$ cat src/design/assert_macros.svh
// Assertion macros used by the classifier core RTL.
`ifndef ASSERT_MACROS_SVH
`define ASSERT_MACROS_SVH

`ifndef SYNTH
// Concurrent assertion sampled on the clock and disabled while reset is low.
`define ASSERT_SYNC(lbl, clk, rst_n, prop, msg) \
    lbl: assert property (@(posedge clk) disable iff (!rst_n) prop) else $error(msg);
// Concurrent assertion that also holds during reset.
`define ASSERT_ALWAYS(lbl, clk, prop, msg) \
    lbl: assert property (@(posedge clk) prop) else $error(msg);
`else
`define ASSERT_SYNC(lbl, clk, rst_n, prop, msg)
`define ASSERT_ALWAYS(lbl, clk, prop, msg)
`endif

`endif

$ cat src/design/ucls_pkg.sv
// Types, constants and the byte class function of the UTF-8/ASCII classifier.
package ucls_pkg;

    localparam int unsigned BYTE_W    = 8;
    localparam int unsigned CLASS_W   = 4;
    localparam int unsigned VERDICT_W = 2;
    localparam int unsigned PEND_W    = 2;

    // Byte classes: sequence length for a lead byte, a marker for continuations.
    localparam logic [CLASS_W-1:0] CLASS_ASCII = 4'd0;
    localparam logic [CLASS_W-1:0] CLASS_LEN2  = 4'd2;
    localparam logic [CLASS_W-1:0] CLASS_LEN3  = 4'd3;
    localparam logic [CLASS_W-1:0] CLASS_LEN4  = 4'd4;
    localparam logic [CLASS_W-1:0] CLASS_BAD   = 4'd8;
    localparam logic [CLASS_W-1:0] CONT_MARK   = 4'd9;
    localparam int unsigned        LEAD_BAD_BIT = 3;

    // Lead class of bytes 0xF0-0xFF, indexed by the low nibble.
    localparam logic [CLASS_W-1:0] TOP_ROW [16] = '{
        CLASS_LEN4, CLASS_LEN4, CLASS_LEN4, CLASS_LEN4, CLASS_LEN4,
        CLASS_BAD,  CLASS_BAD,  CLASS_BAD,  CLASS_BAD,  CLASS_BAD,
        CLASS_BAD,  CLASS_BAD,  CLASS_BAD,  CLASS_BAD,  CLASS_BAD,
        CLASS_BAD
    };

    localparam logic [VERDICT_W-1:0] VERDICT_INVALID = 2'd0;
    localparam logic [VERDICT_W-1:0] VERDICT_ASCII   = 2'd1;
    localparam logic [VERDICT_W-1:0] VERDICT_UTF8    = 2'd2;

    localparam logic ZERO_INVALID_RESET = 1'b1;

    // One accepted byte request as it moves from the input register to the core.
    typedef struct packed {
        logic              valid;
        logic [BYTE_W-1:0] data_byte;
        logic              last_byte;
    } t_byte_req;

    function automatic logic [CLASS_W-1:0] byte_class(input logic [BYTE_W-1:0] b);
        logic [CLASS_W-1:0] cls;
        if (b < 8'h80) begin
            cls = CLASS_ASCII;
        end else if (b < 8'hC0) begin
            cls = CONT_MARK;
        end else if (b < 8'hE0) begin
            cls = CLASS_LEN2;
        end else if (b < 8'hF0) begin
            cls = CLASS_LEN3;
        end else begin
            cls = TOP_ROW[b[3:0]];
        end
        return cls;
    endfunction

endpackage

$ cat src/design/ucls_byte_if.sv
// Valid/ready channel that carries one buffer byte per request.
interface ucls_byte_if;
    logic                          valid;
    logic                          ready;
    logic [ucls_pkg::BYTE_W-1:0]   data_byte;
    logic                          last_byte;

    modport source (output valid, output data_byte, output last_byte, input ready);
    modport sink   (input valid, input data_byte, input last_byte, output ready);
endinterface

$ cat src/design/ucls_verdict_if.sv
// Valid/ready channel that carries one buffer verdict per request.
interface ucls_verdict_if;
    logic                           valid;
    logic                           ready;
    logic [ucls_pkg::VERDICT_W-1:0] verdict;

    modport source (output valid, output verdict, input ready);
    modport sink   (input valid, input verdict, output ready);
endinterface

$ cat src/design/ucls_in_reg.sv
// Input register stage: captures byte requests and stalls with the core.
module ucls_in_reg (
    input  logic                 i_clk,
    input  logic                 i_rst_n,
    ucls_byte_if.sink            i_byte,
    input  logic                 i_advance,
    output ucls_pkg::t_byte_req  o_req
);

    logic                          r_valid;
    logic [ucls_pkg::BYTE_W-1:0]   r_data_byte;
    logic                          r_last_byte;
    logic                          w_ready;

    // The register is free when empty or when the core takes its request now.
    assign w_ready      = !r_valid || i_advance;
    assign i_byte.ready = w_ready;

    always_ff @(posedge i_clk) begin
        if (!i_rst_n) begin
            r_valid <= 1'b0;
        end else if (w_ready) begin
            r_valid <= i_byte.valid;
        end
    end

    always_ff @(posedge i_clk) begin
        if (w_ready && i_byte.valid) begin
            r_data_byte <= i_byte.data_byte;
            r_last_byte <= i_byte.last_byte;
        end
    end

    assign o_req.valid     = r_valid;
    assign o_req.data_byte = r_data_byte;
    assign o_req.last_byte = r_last_byte;

endmodule

$ cat src/design/ucls_core.sv
// Scan state, per-byte decode and the registered verdict of the classifier.
`include "assert_macros.svh"

module ucls_core (
    input  logic                             i_clk,
    input  logic                             i_rst_n,
    input  logic                             i_cfg_wr_en,
    input  logic                             i_cfg_wr_data,
    input  ucls_pkg::t_byte_req              i_req,
    input  logic                             i_out_ready,
    output logic                             o_advance,
    output logic                             o_res_valid,
    output logic [ucls_pkg::VERDICT_W-1:0]   o_verdict
);

    typedef enum logic [1:0] {
        ST_SCAN = 2'd0,
        ST_STOP = 2'd1,
        ST_ERR  = 2'd2
    } t_scan_status;

    logic                             r_zero_invalid;
    logic [ucls_pkg::PEND_W-1:0]      r_pend;
    logic                             r_seen;
    t_scan_status                     r_status;
    logic                             r_res_valid;
    logic [ucls_pkg::VERDICT_W-1:0]   r_verdict;

    logic [ucls_pkg::PEND_W-1:0]      n_pend;
    logic                             n_seen;
    t_scan_status                     n_status;
    logic [ucls_pkg::VERDICT_W-1:0]   n_verdict;
    logic [ucls_pkg::CLASS_W-1:0]     w_class;
    logic [ucls_pkg::CLASS_W-1:0]     w_class_m1;
    logic                             w_fire;

    // The whole pipe moves unless a finished verdict is waiting on the receiver.
    assign o_advance  = !r_res_valid || i_out_ready;
    assign w_fire     = i_req.valid && o_advance;
    assign w_class    = ucls_pkg::byte_class(i_req.data_byte);
    assign w_class_m1 = w_class - 4'd1;

    always_comb begin
        n_pend   = r_pend;
        n_seen   = r_seen;
        n_status = r_status;
        if (r_status == ST_SCAN) begin
            if (r_pend != '0) begin
                if (w_class != ucls_pkg::CONT_MARK) begin
                    n_status = ST_ERR;
                end else begin
                    n_pend = r_pend - 2'd1;
                end
            end else if (i_req.data_byte == '0) begin
                n_status = (!i_req.last_byte && r_zero_invalid) ? ST_ERR : ST_STOP;
            end else if (w_class[ucls_pkg::LEAD_BAD_BIT]) begin
                // Continuation bytes and bad leads both carry the bad-lead bit.
                n_status = ST_ERR;
            end else if (w_class != ucls_pkg::CLASS_ASCII) begin
                n_seen = 1'b1;
                n_pend = w_class_m1[ucls_pkg::PEND_W-1:0];
            end
        end
    end

    always_comb begin
        unique case (n_status)
            ST_SCAN, ST_STOP: begin
                if (n_pend != '0) begin
                    n_verdict = ucls_pkg::VERDICT_INVALID;
                end else if (n_seen) begin
                    n_verdict = ucls_pkg::VERDICT_UTF8;
                end else begin
                    n_verdict = ucls_pkg::VERDICT_ASCII;
                end
            end
            default: n_verdict = ucls_pkg::VERDICT_INVALID;
        endcase
    end

    always_ff @(posedge i_clk) begin
        if (!i_rst_n) begin
            r_zero_invalid <= ucls_pkg::ZERO_INVALID_RESET;
        end else if (i_cfg_wr_en) begin
            r_zero_invalid <= i_cfg_wr_data;
        end
    end

    always_ff @(posedge i_clk) begin
        if (!i_rst_n) begin
            r_pend      <= '0;
            r_seen      <= 1'b0;
            r_status    <= ST_SCAN;
            r_res_valid <= 1'b0;
        end else if (o_advance) begin
            r_res_valid <= w_fire && i_req.last_byte;
            if (w_fire) begin
                if (i_req.last_byte) begin
                    r_pend   <= '0;
                    r_seen   <= 1'b0;
                    r_status <= ST_SCAN;
                end else begin
                    r_pend   <= n_pend;
                    r_seen   <= n_seen;
                    r_status <= n_status;
                end
            end
        end
    end

    always_ff @(posedge i_clk) begin
        if (w_fire && i_req.last_byte) begin
            r_verdict <= n_verdict;
        end
    end

    assign o_res_valid = r_res_valid;
    assign o_verdict   = r_verdict;

    `ASSERT_SYNC(a_pend_implies_seen, i_clk, i_rst_n, (r_pend != '0) |-> r_seen, "continuations owed without a multibyte lead")
    `ASSERT_SYNC(a_last_gives_result, i_clk, i_rst_n, (w_fire && i_req.last_byte) |=> r_res_valid, "final byte produced no verdict")
    `ASSERT_SYNC(a_last_clears_scan, i_clk, i_rst_n, (w_fire && i_req.last_byte) |=> (r_pend == '0 && !r_seen && r_status == ST_SCAN), "scan state not cleared after final byte")
    `ASSERT_SYNC(a_verdict_code, i_clk, i_rst_n, r_res_valid |-> (r_verdict == ucls_pkg::VERDICT_INVALID || r_verdict == ucls_pkg::VERDICT_ASCII || r_verdict == ucls_pkg::VERDICT_UTF8), "verdict code out of range")

endmodule

$ cat src/design/utf8_ascii_stream_classifier_unit.sv
// Top level of the UTF-8/ASCII buffer classifier.
//
// Bytes of one buffer arrive on i_byte, one per request, with last_byte set on
// the final byte. For each buffer exactly one request leaves on o_verdict:
// 0 invalid, 1 pure ASCII, 2 valid UTF-8 with multibyte characters.
// i_cfg_wr_en with i_cfg_wr_data writes zero_invalid; while it is set, a zero lead
// byte that is not the final byte marks the buffer invalid. Write it only while idle.
// Throughput is one byte per cycle unless the receiver stalls: the input register
// feeds the decode logic, which updates the scan state and loads the verdict register.
// A verdict appears on o_verdict once its final byte has passed the input register
// and the verdict register, and can be taken at the following edge.
// Bytes that are not final produce nothing and keep flowing.
// When the receiver stalls, the verdict register holds; one more byte waits in
// the input register and i_byte.ready then drops until the verdict is taken.
// Reset clears the scan state and both pipeline stages and sets zero_invalid
// to 1; the block accepts bytes as soon as reset is released.
module utf8_ascii_stream_classifier_unit (
    input  logic             i_clk,
    input  logic             i_rst_n,
    input  logic             i_cfg_wr_en,
    input  logic             i_cfg_wr_data,
    ucls_byte_if.sink        i_byte,
    ucls_verdict_if.source   o_verdict
);

    ucls_pkg::t_byte_req  w_req;
    logic                 w_advance;
    logic                 w_res_valid;
    logic [ucls_pkg::VERDICT_W-1:0] w_verdict;

    ucls_in_reg u_in_reg (
        .i_clk     (i_clk),
        .i_rst_n   (i_rst_n),
        .i_byte    (i_byte),
        .i_advance (w_advance),
        .o_req     (w_req)
    );

    ucls_core u_core (
        .i_clk         (i_clk),
        .i_rst_n       (i_rst_n),
        .i_cfg_wr_en   (i_cfg_wr_en),
        .i_cfg_wr_data (i_cfg_wr_data),
        .i_req         (w_req),
        .i_out_ready   (o_verdict.ready),
        .o_advance     (w_advance),
        .o_res_valid   (w_res_valid),
        .o_verdict     (w_verdict)
    );

    assign o_verdict.valid   = w_res_valid;
    assign o_verdict.verdict = w_verdict;

endmodule

$ cat src/flat_wrapper.sv
// flat-port wrapper written by rule: the top's interface ports become plain ports
module utf8_ascii_stream_classifier_unit_flat 
  (i_clk, i_rst_n, i_cfg_wr_en, i_cfg_wr_data, i_byte_valid, i_byte_data_byte, i_byte_last_byte, i_byte_ready, o_verdict_valid, o_verdict_verdict, o_verdict_ready);
  ucls_byte_if i_byte_i ();
  ucls_verdict_if o_verdict_i ();
  input  logic i_clk;
  input  logic i_rst_n;
  input  logic i_cfg_wr_en;
  input  logic i_cfg_wr_data;
  input wire logic [$bits(i_byte_i.valid)-1:0] i_byte_valid;
  input wire logic [$bits(i_byte_i.data_byte)-1:0] i_byte_data_byte;
  input wire logic [$bits(i_byte_i.last_byte)-1:0] i_byte_last_byte;
  output wire logic [$bits(i_byte_i.ready)-1:0] i_byte_ready;
  output wire logic [$bits(o_verdict_i.valid)-1:0] o_verdict_valid;
  output wire logic [$bits(o_verdict_i.verdict)-1:0] o_verdict_verdict;
  input wire logic [$bits(o_verdict_i.ready)-1:0] o_verdict_ready;
  assign i_byte_i.valid = i_byte_valid;
  assign i_byte_i.data_byte = i_byte_data_byte;
  assign i_byte_i.last_byte = i_byte_last_byte;
  assign i_byte_ready = i_byte_i.ready;
  assign o_verdict_valid = o_verdict_i.valid;
  assign o_verdict_verdict = o_verdict_i.verdict;
  assign o_verdict_i.ready = o_verdict_ready;
  utf8_ascii_stream_classifier_unit u_core (.i_clk(i_clk), .i_rst_n(i_rst_n), .i_cfg_wr_en(i_cfg_wr_en), .i_cfg_wr_data(i_cfg_wr_data), .i_byte(i_byte_i), .o_verdict(o_verdict_i));
endmodule
$ cat config.mk
export PLATFORM = sky130hd
export DESIGN_NAME = utf8_ascii_stream_classifier_unit_flat
export DESIGN_NICKNAME = d
export VERILOG_FILES = /design/src/design/ucls_pkg.sv /design/src/design/ucls_byte_if.sv /design/src/design/ucls_verdict_if.sv /design/src/design/ucls_in_reg.sv /design/src/design/ucls_core.sv /design/src/design/utf8_ascii_stream_classifier_unit.sv /design/src/flat_wrapper.sv
export VERILOG_INCLUDE_DIRS = /design/src /design/src/design
export SDC_FILE = /design/constraint.sdc
export NUM_CORES = 1
export LEC_CHECK = 0
export ABC_AREA = 1
export BUFFER_PORTS_ARGS = -buffer_cell sky130_fd_sc_hd__buf_4
export CAP_MARGIN = 20
export CORE_UTILIZATION = 55
export CTS_BUF_LIST = sky130_fd_sc_hd__clkbuf_8
export DETAILED_ROUTE_END_ITERATION = 6
export PLACE_DENSITY = 0.78
export SLEW_MARGIN = 10
export SYNTH_ARGS = -nofsm -noshare
export SYNTH_HDL_FRONTEND = slang
export SYNTH_SLANG_ARGS = --single-unit
$ cat constraint.sdc
create_clock -name i_clk -period 2.4 [get_ports i_clk]
set_input_delay 0.48 -clock i_clk [delete_from_list [all_inputs] [get_ports i_clk]]
set_output_delay 0.48 -clock i_clk [all_outputs]
set_load 0.03 [all_outputs]
==> results.py <==
metrics = {
    "die": {
        "start_util_pct": 58.3,
        "rows": 15,
        "die_x_microns": 44.6,
        "dieArea_sq_um": 1990,
        "ios": 19,
        "core_sq_um": 1710,
        "die_h_microns": 44.6,
    },
    "power": {
        "net-switching-power_mw": 0.180,
        "power_density_nw_per_um2": 582,
        "power_mw": 0.704,
        "leakagePower_nw": 0.583,
        "p_int_mw": 0.523,
        "seq_power_share_pct": 53.1,
        "p_clk_share_pct": 31.1,
        "peakVddDrop_uv": 409,
        "swShare_pct": 25.6,
        "combPwrFrac_pct": 15.8,
    },
    "cts": {
        "clk_latency_ns": 0.26,
        "clkSinkCount": 19,
        "postCtsHoldBufs": 0,
        "tritoncts": "yes",
        "cts_setup_buffers": 0,
        "cts_max_level": 1,
        "cts_buffer_depth": 2,
        "path_clk_slew_ns": 0.07,
        "cts_buffers": 3,
        "ctsResizeCount": 0,
        "clockRootBuffer": "clkbuf_8",
    },
    "logic_synthesis": {
        "synthFlopType": "edfxtp_1",
        "synthesis.area_sq_um": 996,
        "syn_avg_cell_area_sq_um": 8.44,
        "yosysTopAreaCell": "edfxtp_1",
        "synth-edff-count": 11,
        "synth_most_common_cell": "nand2_1",
        "synth_commonest_cells": "23 x nand2_1, 21 x inv_1, 12 x nor2_1",
        "postSynth.asyncResetShare_pct": 0,
        "postSynthCellCount": 118,
        "yosys-top-cells-area": "edfxtp_1 33%, dfxtp_1 16%, nand2_1 8.7%, inv_1 7.9%, nand3_1 5.0%",
        "yosysSeqAreaShare_pct": 49.2,
        "synth_top_area_share_pct": 33.2,
        "yosysWarnings": 0,
        "ys_ff_latch": 19,
        "synth_nets": 136,
        "synth.distinct_cells": 21,
    },
    "drt": {
        "ant_nets": 0,
        "viasPerCell": 5.10,
        "drc": 0,
        "routedWlPerCell_microns": 11.1,
        "drtPass1Iterations": 4,
        "drt-initial-drc-count": 16,
        "vias": 842,
        "drt_wl_total_microns": 1830,
    },
    "global_route": {
        "grt_max_degree": 12,
        "grt_pass1_wl_microns": 3080,
        "grt_pass1_vias": 802,
        "antenna_found_initial": 0,
        "overflow": 0,
        "grt_use_total_pct": 21.4,
    },
    "critical_path": {
        "cp_data_required_time_ns": 2.41,
        "cp_max_fo": 6,
        "crit_arrival_ns": 1.96,
        "endpoint_kind": "flip-flop",
        "timing_worst_setup_path_type": "reg -> reg",
        "rrSetupSlack_ns": 0.45,
        "start_kind": "flip-flop",
    },
    "finish": {
        "final.fill_count": 126,
        "finalNetCount": 159,
        "drive_above_1_share_pct": 23.6,
        "multi_input_area_sq_um": 427,
        "finish.utilization_pct": 70.8,
        "n_antenna_cell": 0,
        "area_delta_synth_final_pct": 21.4,
        "fin_area_sq_um": 1210,
        "regArea_sq_um": 490,
    },
    "job": {
        "maxCapViolations": 0,
    },
    "place": {
        "placed_cell_area_sq_um": 1160,
        "io_buffers": 18,
        "dpl.hpwl_microns": 1470,
        "gp_congestion": 0.938,
    },
    "sta": {
        "fin_crit_sh_pct": 81.1,
        "rsz0062_at_grt": "false",
        "worst_pin_slew_ns": 0.454,
        "finalHoldViolations": 0,
        "finalClockSkew_ns": 0.00549,
        "slew_viol_final": 0,
        "fmax_ghz": 0.514,
        "tns_ns": 0,
        "slew_headroom_pct": 69.4,
        "setup_viol": 0,
        "fin_crit_ns": 1.95,
    },
    "status": {
        "status": "finished clean",
    },
    "worst_hold_path": {
        "hp-class": "in -> reg",
    },
}
-- through the flow --
stage | hold slack [ns] | worst slack [ns] | std cells
floorplan | 0.447 | 0.700 | 118
CTS | 0.396 | 0.492 | 165
global placement | 0.464 | 0.611 | 161
finish | 0.396 | 0.454 | 165
detailed placement | 0.464 | 0.499 | 161
global route | 0.390 | 0.357 | 165
-- power by group through the flow --
stage          Clock, mW  Sequential (mW)  Combinational [mW]
5_1_grt            0.230            0.376               0.125
3_5_place_dp           0            0.381               0.110
6_report           0.219            0.374               0.111
4_1_cts            0.219            0.374               0.111
3_3_place_gp           0            0.380               0.105
2_1_floorplan          0            0.383              0.0708
-- per-layer routing --
layer  part of all wire, %  vias up  GRT usage, %
met2                    49       21          37.4
met3                   4.5        4          5.31
met5                     0        -             0
li1                      -      430             -
met4                   1.5        0          9.09
met1                    45      387          24.9
-- sequential cells by signal, summed over array words and instances, names as in the netlist --
| name | count |
|---|---|
| u_core.u_in_reg.r_data_byte | 8 |
| u_core.u_core.r_pend | 2 |
| u_core.u_core.r_seen | 1 |
| u_core.u_core.r_zero_invalid | 1 |
| u_core.u_core.o_res_valid | 1 |
| u_core.u_in_reg.r_last_byte | 1 |
| u_core.u_core.o_verdict | 2 |
| u_core.u_in_reg.r_valid | 1 |
| u_core.u_core.r_status | 2 |
-- path summary, 6_finish.rpt --
path / from / to / cells after the start
setup / recovery: u_core.u_in_reg.r_data_byte[6] / u_core.u_core.o_verdict[1] / 11
hold / removal: i_byte_last_byte / u_core.u_in_reg.r_last_byte / 1
setup reg to reg: u_core.u_in_reg.r_data_byte[6] / u_core.u_core.o_verdict[1] / 11
hold reg to reg: u_core.u_core.r_status[0] / u_core.u_core.r_status[0] / 2
-- cell type report --
class,instances,share of cell area [%]
well taps,25,2.59
flip-flops and latches,19,40.6
repair buffers,18,11.2
multi-input cells,78,35.3
clock inverters,1,0.414
inverters,21,6.52
clock buffers,3,3.42
-- cells in the final DEF (no fill, tap or decap) --
cell type and count:
ha_1 3, edfxtp_1 11, nor3_1 1, nor2_2 3, buf_4 18, a21oi_1 7, o21bai_1 1, a21oi_2 1
nand4_1 4, nand4_4 1, nand3_2 2, o21ai_0 3, nand3_1 10, inv_1 21, nand2_2 2, clkbuf_8 3
nor2_4 1, dfxtp_1 8, nand2_1 23, nand3b_1 1, clkinv_2 1, nor2_1 12, nor3_2 1, o21ai_1 2
-- worst max-delay path, stage by stage (launching register included) --
cell and delay (ns):
edfxtp_1 0.50, a21oi_1 0.30, inv_1 0.08, ha_1 0.21
nand2_2 0.09, nand3_2 0.09, nand2_1 0.10, nand3_1 0.08
nand2_1 0.08, nand2_1 0.06, nand3_2 0.07, nor2_1 0.04
-- kinds of logic (layout without fill, tap and decap cells) --
family,Yosys count,in the layout,share of synthesized area [%]
simple gates,61,61,31.4
buf+inv,21,43,7.92
flops,19,19,49.2
compound gates,14,14,7.66
fa+ha+maj,3,3,3.77
(Power assumes the default switching activity.)
